File: src/rtl/b64_pkg.sv
// Shared types, constants and the sextet-to-character map of the base64 encoder.
`default_nettype none
package b64_pkg;

	// Job queue depth between front and back.
	localparam int QUEUE_DEPTH = 4;

	localparam logic [7:0] PAD_CHAR = 8'h3D; // '='

	// One job: what a single input beat turns into.
	typedef struct packed {
		logic [5:0] sx0;     // first sextet
		logic [5:0] sx1;     // second sextet, used when n_chars is 2
		logic [1:0] n_chars; // 1 or 2 alphabet chars
		logic [1:0] n_pads;  // 0, 1 or 2 '=' pads after them
		logic       fin;     // final char of the job ends the stream
	} job_t;

	localparam int JOB_W = $bits(job_t);

	// Standard alphabet: A-Z, a-z, 0-9, '+', '/'.
	function automatic logic [7:0] sextet_char(input logic [5:0] s);
		logic [7:0] c;
		if (s < 6'd26) begin
			c = 8'h41 + {2'b00, s};
		end else if (s < 6'd52) begin
			c = 8'h61 + {2'b00, s} - 8'd26;
		end else if (s < 6'd62) begin
			c = 8'h30 + {2'b00, s} - 8'd52;
		end else if (s == 6'd62) begin
			c = 8'h2B;
		end else begin
			c = 8'h2F;
		end
		return c;
	endfunction

endpackage
`default_nettype wire

File: src/rtl/b64_front.sv
// Front end: tracks group position and carry bits, turns each byte into a job.
`default_nettype none
module b64_front (
	input  wire logic             clk,
	input  wire logic             arst_n,
	input  wire logic             acc,
	input  wire logic [7:0]       data_byte,
	input  wire logic             last_byte,
	output b64_pkg::job_t         job
);

	typedef enum logic [1:0] {PH_0, PH_1, PH_2} phase_t;

	phase_t     phase_q, phase_nx;
	logic [3:0] carry_q, carry_nx;

	always_comb begin
		job      = '0;
		phase_nx = PH_0;
		carry_nx = 4'd0;
		unique case (phase_q)
			PH_1: begin
				job.sx0 = {carry_q[1:0], data_byte[7:4]};
				if (last_byte) begin
					job.sx1     = {data_byte[3:0], 2'b00};
					job.n_chars = 2'd2;
					job.n_pads  = 2'd1;
					job.fin     = 1'b1;
				end else begin
					job.n_chars = 2'd1;
					phase_nx    = PH_2;
					carry_nx    = data_byte[3:0];
				end
			end
			PH_2: begin
				job.sx0     = {carry_q, data_byte[7:6]};
				job.sx1     = data_byte[5:0];
				job.n_chars = 2'd2;
				job.fin     = last_byte;
			end
			default: begin
				// group start (unused code 3 behaves the same)
				job.sx0 = data_byte[7:2];
				if (last_byte) begin
					job.sx1     = {data_byte[1:0], 4'b0000};
					job.n_chars = 2'd2;
					job.n_pads  = 2'd2;
					job.fin     = 1'b1;
				end else begin
					job.n_chars = 2'd1;
					phase_nx    = PH_1;
					carry_nx    = {2'b00, data_byte[1:0]};
				end
			end
		endcase
	end

	always_ff @(posedge clk or negedge arst_n) begin
		if (!arst_n) begin
			phase_q <= PH_0;
			carry_q <= 4'd0;
		end else if (acc) begin
			phase_q <= phase_nx;
			carry_q <= carry_nx;
		end
	end

endmodule
`default_nettype wire

File: src/rtl/b64_queue.sv
// Small job FIFO between the front end and the character sequencer.
`default_nettype none
module b64_queue #(
	parameter int DEPTH = b64_pkg::QUEUE_DEPTH
) (
	input  wire logic          clk,
	input  wire logic          arst_n,
	input  wire logic          wr,
	input  wire b64_pkg::job_t wr_job,
	output logic               full,
	input  wire logic          rd,
	output b64_pkg::job_t      rd_job,
	output logic               nempty
);

	localparam int AW = (DEPTH > 1) ? $clog2(DEPTH) : 1;
	localparam int CW = $clog2(DEPTH + 1);

	b64_pkg::job_t mem [DEPTH];
	logic [AW-1:0] wp_q, rp_q;
	logic [CW-1:0] cnt_q;

	assign full   = (cnt_q == CW'(DEPTH));
	assign nempty = (cnt_q != '0);
	assign rd_job = mem[rp_q];

	always_ff @(posedge clk) begin
		if (wr) begin
			mem[wp_q] <= wr_job;
		end
	end

	always_ff @(posedge clk or negedge arst_n) begin
		if (!arst_n) begin
			wp_q  <= '0;
			rp_q  <= '0;
			cnt_q <= '0;
		end else begin
			if (wr) begin
				wp_q <= (wp_q == AW'(DEPTH - 1)) ? '0 : wp_q + 1'b1;
			end
			if (rd) begin
				rp_q <= (rp_q == AW'(DEPTH - 1)) ? '0 : rp_q + 1'b1;
			end
			if (wr && !rd) begin
				cnt_q <= cnt_q + 1'b1;
			end else if (rd && !wr) begin
				cnt_q <= cnt_q - 1'b1;
			end
		end
	end

	a_no_overflow: assert property (@(posedge clk) disable iff (!arst_n)
		full |-> !wr) else $error("queue written while full");
	a_no_underflow: assert property (@(posedge clk) disable iff (!arst_n)
		!nempty |-> !rd) else $error("queue read while empty");
	a_count_range: assert property (@(posedge clk) disable iff (!arst_n)
		cnt_q <= CW'(DEPTH)) else $error("queue count out of range");

endmodule
`default_nettype wire

File: src/rtl/b64_back.sv
// Back end: steps through a job one character per cycle, while the output register is free or popped, into it.
`default_nettype none
module b64_back (
	input  wire logic          clk,
	input  wire logic          arst_n,
	input  wire b64_pkg::job_t q_job,
	input  wire logic          q_nempty,
	output logic               q_rd,
	input  wire logic          pop,
	output logic               empty,
	output logic [7:0]         char_out,
	output logic               last_char
);

	b64_pkg::job_t cur_q;
	logic          cur_vld_q;
	logic [1:0]    step_q;
	logic          out_vld_q;
	logic [7:0]    char_q;
	logic          last_q;

	logic [2:0] last_idx;
	logic       fin_step;
	logic       out_free;
	logic       emit;
	logic       take;
	logic [7:0] ch;
	logic       ch_last;

	assign last_idx = {1'b0, cur_q.n_chars} + {1'b0, cur_q.n_pads} - 3'd1;
	assign fin_step = ({1'b0, step_q} == last_idx);
	assign out_free = !out_vld_q || pop;
	assign emit     = cur_vld_q && out_free;
	assign take     = !cur_vld_q || (emit && fin_step);
	assign q_rd     = take && q_nempty;

	always_comb begin
		if ({1'b0, step_q} >= {1'b0, cur_q.n_chars}) begin
			ch = b64_pkg::PAD_CHAR;
		end else if (step_q == 2'd0) begin
			ch = b64_pkg::sextet_char(cur_q.sx0);
		end else begin
			ch = b64_pkg::sextet_char(cur_q.sx1);
		end
		ch_last = cur_q.fin && fin_step;
	end

	always_ff @(posedge clk) begin
		if (q_rd) begin
			cur_q <= q_job;
		end
		if (emit) begin
			char_q <= ch;
			last_q <= ch_last;
		end
	end

	always_ff @(posedge clk or negedge arst_n) begin
		if (!arst_n) begin
			cur_vld_q <= 1'b0;
			step_q    <= 2'd0;
			out_vld_q <= 1'b0;
		end else begin
			if (take) begin
				cur_vld_q <= q_nempty;
				step_q    <= 2'd0;
			end else if (emit) begin
				step_q <= step_q + 2'd1;
			end
			if (emit) begin
				out_vld_q <= 1'b1;
			end else if (pop) begin
				out_vld_q <= 1'b0;
			end
		end
	end

	assign empty     = !out_vld_q;
	assign char_out  = char_q;
	assign last_char = last_q;

	a_step_in_job: assert property (@(posedge clk) disable iff (!arst_n)
		cur_vld_q |-> ({1'b0, step_q} <= last_idx)) else $error("step past job end");
	a_job_shape: assert property (@(posedge clk) disable iff (!arst_n)
		cur_vld_q |-> (cur_q.n_chars == 2'd1 && cur_q.n_pads == 2'd0 && !cur_q.fin)
			|| (cur_q.n_chars == 2'd2)) else $error("malformed job");
	a_no_emit_stalled: assert property (@(posedge clk) disable iff (!arst_n)
		(out_vld_q && !pop) |-> !emit) else $error("output overwritten");

endmodule
`default_nettype wire

File: src/rtl/base64_stream_encoder.sv
// Top level of the streaming base64 encoder: front end, job queue, character sequencer.
`default_nettype none
// Path: the first character of a byte passes the job queue, the job register and the result register.
// Throughput: one character per cycle at the result side while pop keeps the output register free;
// a byte makes 1 or 2 chars (3 or 4 with the end-of-stream pads); the rate is bound by the
// single-character output register. Input keeps flowing until the job queue fills.
// Reset: arst_n clears group position, carry bits, queue pointers and all valid flags at once.
module base64_stream_encoder #(
	parameter int QUEUE_DEPTH = b64_pkg::QUEUE_DEPTH
) (
	input  wire logic       clk,
	input  wire logic       arst_n,
	// input beats
	input  wire logic       push,
	output logic            full,
	input  wire logic [7:0] data_byte,
	input  wire logic       last_byte,
	// result beats
	output logic            empty,
	input  wire logic       pop,
	output logic [7:0]      char_out,
	output logic            last_char
);

	b64_pkg::job_t fe_job;
	b64_pkg::job_t q_job;
	logic          acc;
	logic          q_rd;
	logic          q_nempty;

	// A beat is taken whenever the queue has room; the front end writes its job straight in.
	assign acc = push && !full;

	b64_front u_front (
		.clk       (clk),
		.arst_n    (arst_n),
		.acc       (acc),
		.data_byte (data_byte),
		.last_byte (last_byte),
		.job       (fe_job)
	);

	// Decouples the byte side from the character side so each can stall alone.
	b64_queue #(
		.DEPTH (QUEUE_DEPTH)
	) u_queue (
		.clk    (clk),
		.arst_n (arst_n),
		.wr     (acc),
		.wr_job (fe_job),
		.full   (full),
		.rd     (q_rd),
		.rd_job (q_job),
		.nempty (q_nempty)
	);

	// Emits the job's characters and pads, one per cycle while the result register is free or popped, through it.
	b64_back u_back (
		.clk       (clk),
		.arst_n    (arst_n),
		.q_job     (q_job),
		.q_nempty  (q_nempty),
		.q_rd      (q_rd),
		.pop       (pop),
		.empty     (empty),
		.char_out  (char_out),
		.last_char (last_char)
	);

endmodule
`default_nettype wire

File: config.mk
export PLATFORM = sky130hd
export DESIGN_NAME = base64_stream_encoder
export DESIGN_NICKNAME = d
export VERILOG_FILES = /design/src/rtl/b64_pkg.sv /design/src/rtl/b64_front.sv /design/src/rtl/b64_queue.sv /design/src/rtl/b64_back.sv /design/src/rtl/base64_stream_encoder.sv
export SDC_FILE = /design/constraint.sdc
export NUM_CORES = 1
export LEC_CHECK = 0
export BUFFER_PORTS_ARGS = -buffer_cell sky130_fd_sc_hd__buf_2
export CAP_MARGIN = 15
export CORE_MARGIN = 2
export CORE_UTILIZATION = 45
export CTS_CLUSTER_DIAMETER = 50
export CTS_CLUSTER_SIZE = 30
export DETAILED_ROUTE_END_ITERATION = 10
export SETUP_SLACK_MARGIN = 0.05
export SYNTH_ARGS = -nofsm -noshare
export SYNTH_HDL_FRONTEND = slang
export SYNTH_SLANG_ARGS = --single-unit
File: constraint.sdc
create_clock -name clk -period 2.8 [get_ports clk]
set_input_delay 0.14 -clock clk [delete_from_list [all_inputs] [get_ports clk]]
set_output_delay 0.14 -clock clk [all_outputs]
set_load 0.02 [all_outputs]
Word level (Yosys, flattened, before mapping). Memory sizes are Yosys's and may differ from the RTL's. A register that Yosys moved wholly into a read port is not among the register bits. Index checks and enable logic that the tools add are counted.

$lt $le $gt $ge: 7. Mux-type cells: 33. Equality and inequality tests: 8. Add/sub/neg operators: 17. Reduce and logical (&&, ||, !) cells: 19.

Operators with widths (count): $mux W8 (7); $add A7 B6 Y8 const A (4); $pmux W14 S2 (1); $lt A6 B6 Y1 const B (4); $mux W2 (8); $sub A8 B5 Y8 const B (2); $sub A8 B6 Y8 const B (2); $mux W3 (5); $add A6 B6 Y7 const A (2); $eq A6 B6 Y1 const B (2); $lt A6 B5 Y1 const B (2); $mux W6 (2); $pmux W2 S2 (2); $pmux W4 S2 (1); $logic_and A1 B1 Y1 (7); $add A2 B1 Y2 const B (3); $eq A2 B2 Y1 const B (3); $reduce_bool A2 Y1 (3); $sub A3 B1 Y3 const B (2); $logic_not A1 Y1 (5); $mux W1 (5); $mux W4 (1); $add A2 B2 Y3 (1); $add A3 B1 Y3 const B (1); other kinds (8) (9).

Register bits: 26. Memories kept: 1. Output and inout port bits: 11. Bits in writable memories: 68. Input port bits: 13. Logic and storage cells: 95.

Memory list: u_queue.mem (depth 4, width 17, read ports 1, clocked after memory_dff 1, write ports 1, RTL line b64_queue.sv:19) `b64_pkg::job_t mem [DEPTH];`.

Logic depth before layout (Yosys ltp).
Depth in word-level cells: 9. Depth in mapped cells: 13. Gate-level depth less buffers: 13.

Hierarchy. A second synthesis with hierarchy kept.

Cells, all modules: 384. Area total of the unflattened synthesis: 5412.7 µm².

Modules (own cells, without submodules): b64_queue (cells each 126, instances 1, seq. area each 2217.1 µm², area an instance 2914.0 µm²); b64_back (cells each 189, instances 1, seq. area each 880.8 µm², area an instance 1938.1 µm²); b64_front (cells each 68, instances 1, seq. area each 150.1 µm², area an instance 546.8 µm²); base64_stream_encoder (cells each 1, instances 1, seq. area each 0.0 µm², area an instance 13.8 µm²).

Worst setup path before layout. No wires, ideal clock.

Kind: register to register. Start: register u_back.cur_q[4] (netlist name). End: register u_queue.cnt_q[1]. Clock period less this slack: 2.702 ns. Setup time: 0.125 ns. Stages on the path, launching flop included: 12. Path slack: 0.098 ns. Path buffers: 0. Data required time: 2.675 ns. Arrival time: 2.578 ns. Cell sequence: edfxtp_1 -> inv_1 -> ha_1 -> inv_1 -> ha_1 -> xor2_1 -> o41ai_2 -> o31ai_2 -> ha_1 -> inv_1 -> fa_1 -> mux2_2.

Word-level cells in the longest chain between the ends: 9. Elaborated cells between the ends (all ways): 11. Classes of those cells: add/sub (2); eq/ne (1); mux (1); reduce/logical (7).

RTL lines: $add A2 B2 Y3 * (RTL line b64_back.sv:30) `assign last_idx = {1'b0, cur_q.n_chars} + {1'b0, cur_q.n_pads} - 3'd1;`; $sub A3 B1 Y3 * (RTL line b64_back.sv:30); $eq A2 B3 Y1 * (RTL line b64_back.sv:31) `assign fin_step = ({1'b0, step_q} == last_idx);`; $logic_and A1 B1 Y1 * (RTL line b64_back.sv:34) `assign take = !cur_vld_q || (emit && fin_step);`; $logic_or A1 B1 Y1 * (RTL line b64_back.sv:34); $logic_and A1 B1 Y1 * (RTL line b64_back.sv:35) `assign q_rd = take && q_nempty;`; $logic_not A1 Y1 (RTL line b64_queue.sv:45) `if (wr && !rd) begin`; $logic_and A1 B1 Y1 (RTL line b64_queue.sv:45); $mux W3 or $reduce_bool A2 Y1 (tied branches); end signal, assigned (RTL line b64_queue.sv:46) `cnt_q <= cnt_q + 1'b1;`; end signal, assigned (RTL line b64_queue.sv:48) `cnt_q <= cnt_q - 1'b1;`; end, declared (RTL line b64_queue.sv:21) `logic [CW-1:0] cnt_q;`.

Every way passes the cells marked *; elsewhere a longest branch is shown, timed or not. A chain may end at the register's enable or synchronous reset.

Worst setup path after layout.
Start: register u_back.cur_q[4] (netlist name). End: register u_queue.cnt_q[1].

Word-level cells in the longest chain between the ends: 9. Elaborated cells between the ends (all ways): 11. Classes of those cells: add/sub (2); eq/ne (1); mux (1); reduce/logical (7).

RTL lines (RTL line): $add A2 B2 Y3 * (b64_back.sv:30); $sub A3 B1 Y3 * (b64_back.sv:30); $eq A2 B3 Y1 * (b64_back.sv:31); $logic_and A1 B1 Y1 * (b64_back.sv:34); $logic_or A1 B1 Y1 * (b64_back.sv:34); $logic_and A1 B1 Y1 * (b64_back.sv:35); $logic_not A1 Y1 (b64_queue.sv:45); $logic_and A1 B1 Y1 (b64_queue.sv:45); $mux W3 or $reduce_bool A2 Y1 (tied branches).

Marks and branches as above.

==> metrics.cfg <==
[synth]
synth_cell_type_count = 58
synth.avg_cell_area_um2 = 13.6
synth_commonest_cells = edfxtp_1, ha_1, inv_1
synth_edf_count = 94
yosysSeqAreaShare_pct = 58.2
yosys_warnings = 0
syn_nets = 458
yosysMostFrequentCell = edfxtp_1
syn-instance-count = 411
async_flop_share_pct = 15.3
synth_top_area_share_pct = 50.6
ys_ff_latch = 111
synth_top_cell_by_area = edfxtp_1
synth_ff_type = edfxtp_1
synthTopCellsByArea = edfxtp_1, dfrtp_1, ha_1, mux4_2, inv_1
syn-cell-area_mm2 = 0.00558

[placement]
place_congestion = 0.887
dpl.hpwl_um = 7260
postPlaceCellArea_mm2 = 0.00588
port_buffers = 23
dp.cells = 596

[routing]
wirelength_um = 10100
first_iter_violations = 212
vias = 3318
drtPass1Iterations = 4
drt-vias-per-instance = 5.38
ant_nets = 0
drc = 0
wl_per_cell_um = 16.4

[floorplanning]
die-width_um = 115
die-height_um = 115
start_util_pct = 46.2
core_area_mm2 = 0.0121
io_pins = 24
die_area_mm2 = 0.0133
placementRows = 40

[timing]
fin_skew_ps = 8.17
setup_viol = 0
clock.fmax_mhz = 370
slew_headroom_pct = 41.9
fin_crit_ps = 2700
slew_violations = 0
setup_tns_ps = 0
rsz0062_at_grt = yes
hold_viol_final = 0
fin_crit_sh_pct = 96.5
tightest_slew_ps = 871

[hold_path]
hold_start = data_byte[2]
whs_path_depth = 3
hold_end = u_front.carry_q[2]
hold_path.class = input pin to flop

[clocking]
clkLatencyLatePin_ps = 340
h-tree-depth = 3
cts.clk_slew.worst_paths_ps = 80
tritoncts.num_buffers = 9
clock_tree.root_cell = clkbuf_16
cts_sinks = 111
cts_tree = built
cts_buffer_depth = 2

[power_and_ir_drop]
power.static_leakage_uw = 0.00237
clock_power_share_pct = 19.6
switching_share_pct = 36.1
p_switching_uw = 2500
ir_drop_mv = 0.552
p_comb_share_pct = 40.1
p_int_uw = 4420
p_total_uw = 6920
p_per_area_mw_per_mm2 = 1100
seq_power_share_pct = 40.3

[cells_and_area]
final_cell_area_mm2 = 0.00629
synthToLayoutAreaGrowth_pct = 12.8
multi_input_area_mm2 = 0.00216
stdcell_count = 617
nets = 491
drive_above_1_share_pct = 20.5
ff_latch_area_mm2 = 0.00325
antennaDiodeCount = 0
fill_cells = 1012

[worst_setup_path]
start_kind = flop
critical_path.endpoint_type = flop
r2r_slack_ps = 100
worst-setup-path-type = flop to flop
r2r-start = u_back.cur_q[4]
cp.arrival_ps = 2940
path_buf_inv = 3
crit_chain = inv_2 -> ha_4 -> inv_4 -> ha_4 -> xor2_2 -> o41ai_2 -> o31ai_2 -> ha_2 -> inv_2 -> fa_1 -> mux2_4
reg2reg_depth = 11
critPathMaxFanout = 2
crit_required_ps = 3030
reg2reg_to = u_queue.cnt_q[1]
critPathMaxStageDelay_ps = 410
crit_slowest_cell = fa_1
crit_family = adder cells

[global_routing]
grt_pass1_wl_um = 16900
busiest_layer = met2
overflow = 0
antenna_found_initial = 0
grt_pass1_vias = 3295
grt_max_degree = 23
use_met3_pct = 3.11
grt_use_total_pct = 16.6
use_met1_pct = 22.4
use_met2_pct = 26.9

[status]
status = finished, final reports clean

[run]
drv_cap = 0

## power by group through the flow
stage / Sequential (uW) / Combinational [uW] / Clock (uW)
after floorplan: 2770 / 2010 / 0
after CTS: 2790 / 2660 / 1390
final: 2790 / 2770 / 1360
after detailed placement: 2830 / 2650 / 0
after global placement: 2810 / 2610 / 0
after global routing: 2850 / 3100 / 1460
## final cells by class
type	instances	area share, %
timing repair buffer	38	3.66
tap	168	3.34
multi-input combinational	253	34.3
sequential	111	51.6
clock inverter	7	1.63
clock buffer	9	3.58
inverter	31	1.89
## tightest hold or removal path: stages
cell     delay [ps]
buf_2           120
nand3_1          60
nand2_1          50
## flip-flops by register name, indices dropped and copies added (netlist names)
signal	count
u_queue.wp_q	2
u_back.cur_vld_q	1
u_queue.mem	68
u_back.last_char	1
u_back.char_out	8
u_back.cur_q	17
u_queue.cnt_q	3
u_back.step_q	2
u_queue.rp_q	2
u_back.out_vld_q	1
u_front.phase_q	2
u_front.carry_q	4
## cell usage in the layout (no fill, tap or decap), types with 3 or more instances in the layout
| master | n |
|---|---|
| o31ai_1 | 4 |
| nand3_1 | 10 |
| xor2_1 | 4 |
| ha_1 | 30 |
| inv_2 | 3 |
| nor2_1 | 22 |
| clkbuf_16 | 9 |
| xnor2_1 | 10 |
| o2111ai_1 | 3 |
| or3_1 | 3 |
| a211oi_1 | 6 |
| a21oi_1 | 13 |
| o21ai_0 | 15 |
| mux2_4 | 3 |
| a31oi_1 | 3 |
| buf_4 | 14 |
| mux4_2 | 17 |
| a22oi_1 | 9 |
| nand2b_1 | 5 |
| dfrtp_1 | 17 |
| nand2_1 | 28 |
| buf_2 | 23 |
| nor3_1 | 7 |
| edfxtp_1 | 94 |
| or2_2 | 3 |
| nor2b_1 | 7 |
| a22o_1 | 3 |
| and2_1 | 10 |
| inv_1 | 27 |
## routing by layer
metal | wire [um] | up-vias | part of all wire [%]
li1 | - | 1610 | -
met3 | 311 | 15 | 3.1
met1 | 4800 | 1628 | 48
met4 | 233 | 0 | 2.3
met5 | 0 | - | 0
met2 | 4750 | 65 | 47
## metrics by stage
| step | util [%] | setup slack [ps] | hold WS, ps |
|---|---|---|---|
| floorplan | - | 97.7 | -156 |
| CTS | 51.6 | 121 | 44.3 |
| global route | 52.2 | 7.17 | 54.4 |
| global placement | 48.8 | 79.0 | 91.6 |
| detailed placement | 48.8 | 27.4 | 94.5 |
| finish | 52.2 | 97.6 | 63.9 |
## what timing repair did
action	CTS	global route
gates resized for setup	0	10
setup endpoints to repair	1	1
setup buffers	0	4
pin swaps	1	3
hold buffers	1	0
endpoints found under the hold margin	17	0
## logic make-up (layout without fill, tap and decap cells)
kind of cell    count (synthesis)  in the layout  share of synthesized area [%]
xor+xnor                       15             15                           2.36
fa+ha+maj                      34             34                           7.76
mux                            21             21                           7.78
compound gates                 80             80                           11.0
flops                         111            111                           58.2
buf+inv                        47             85                           3.77
simple gates                  103            103                           9.06
## how the worst max path moves through the flow
stage	end	from	slack [ps]	cells past startpoint
after floorplan	u_queue.cnt_q[1]	u_back.cur_q[4]	100	11
after global placement	u_queue.cnt_q[1]	u_back.cur_q[4]	80	11
after detailed placement	u_queue.cnt_q[1]	u_back.cur_q[4]	30	11
after CTS	u_queue.cnt_q[1]	u_back.cur_q[4]	120	11
after global routing	u_queue.cnt_q[1]	u_back.cur_q[4]	7	11
final	u_queue.cnt_q[1]	u_back.cur_q[4]	100	11
Note: power is estimated with default switching activity, not from simulation.
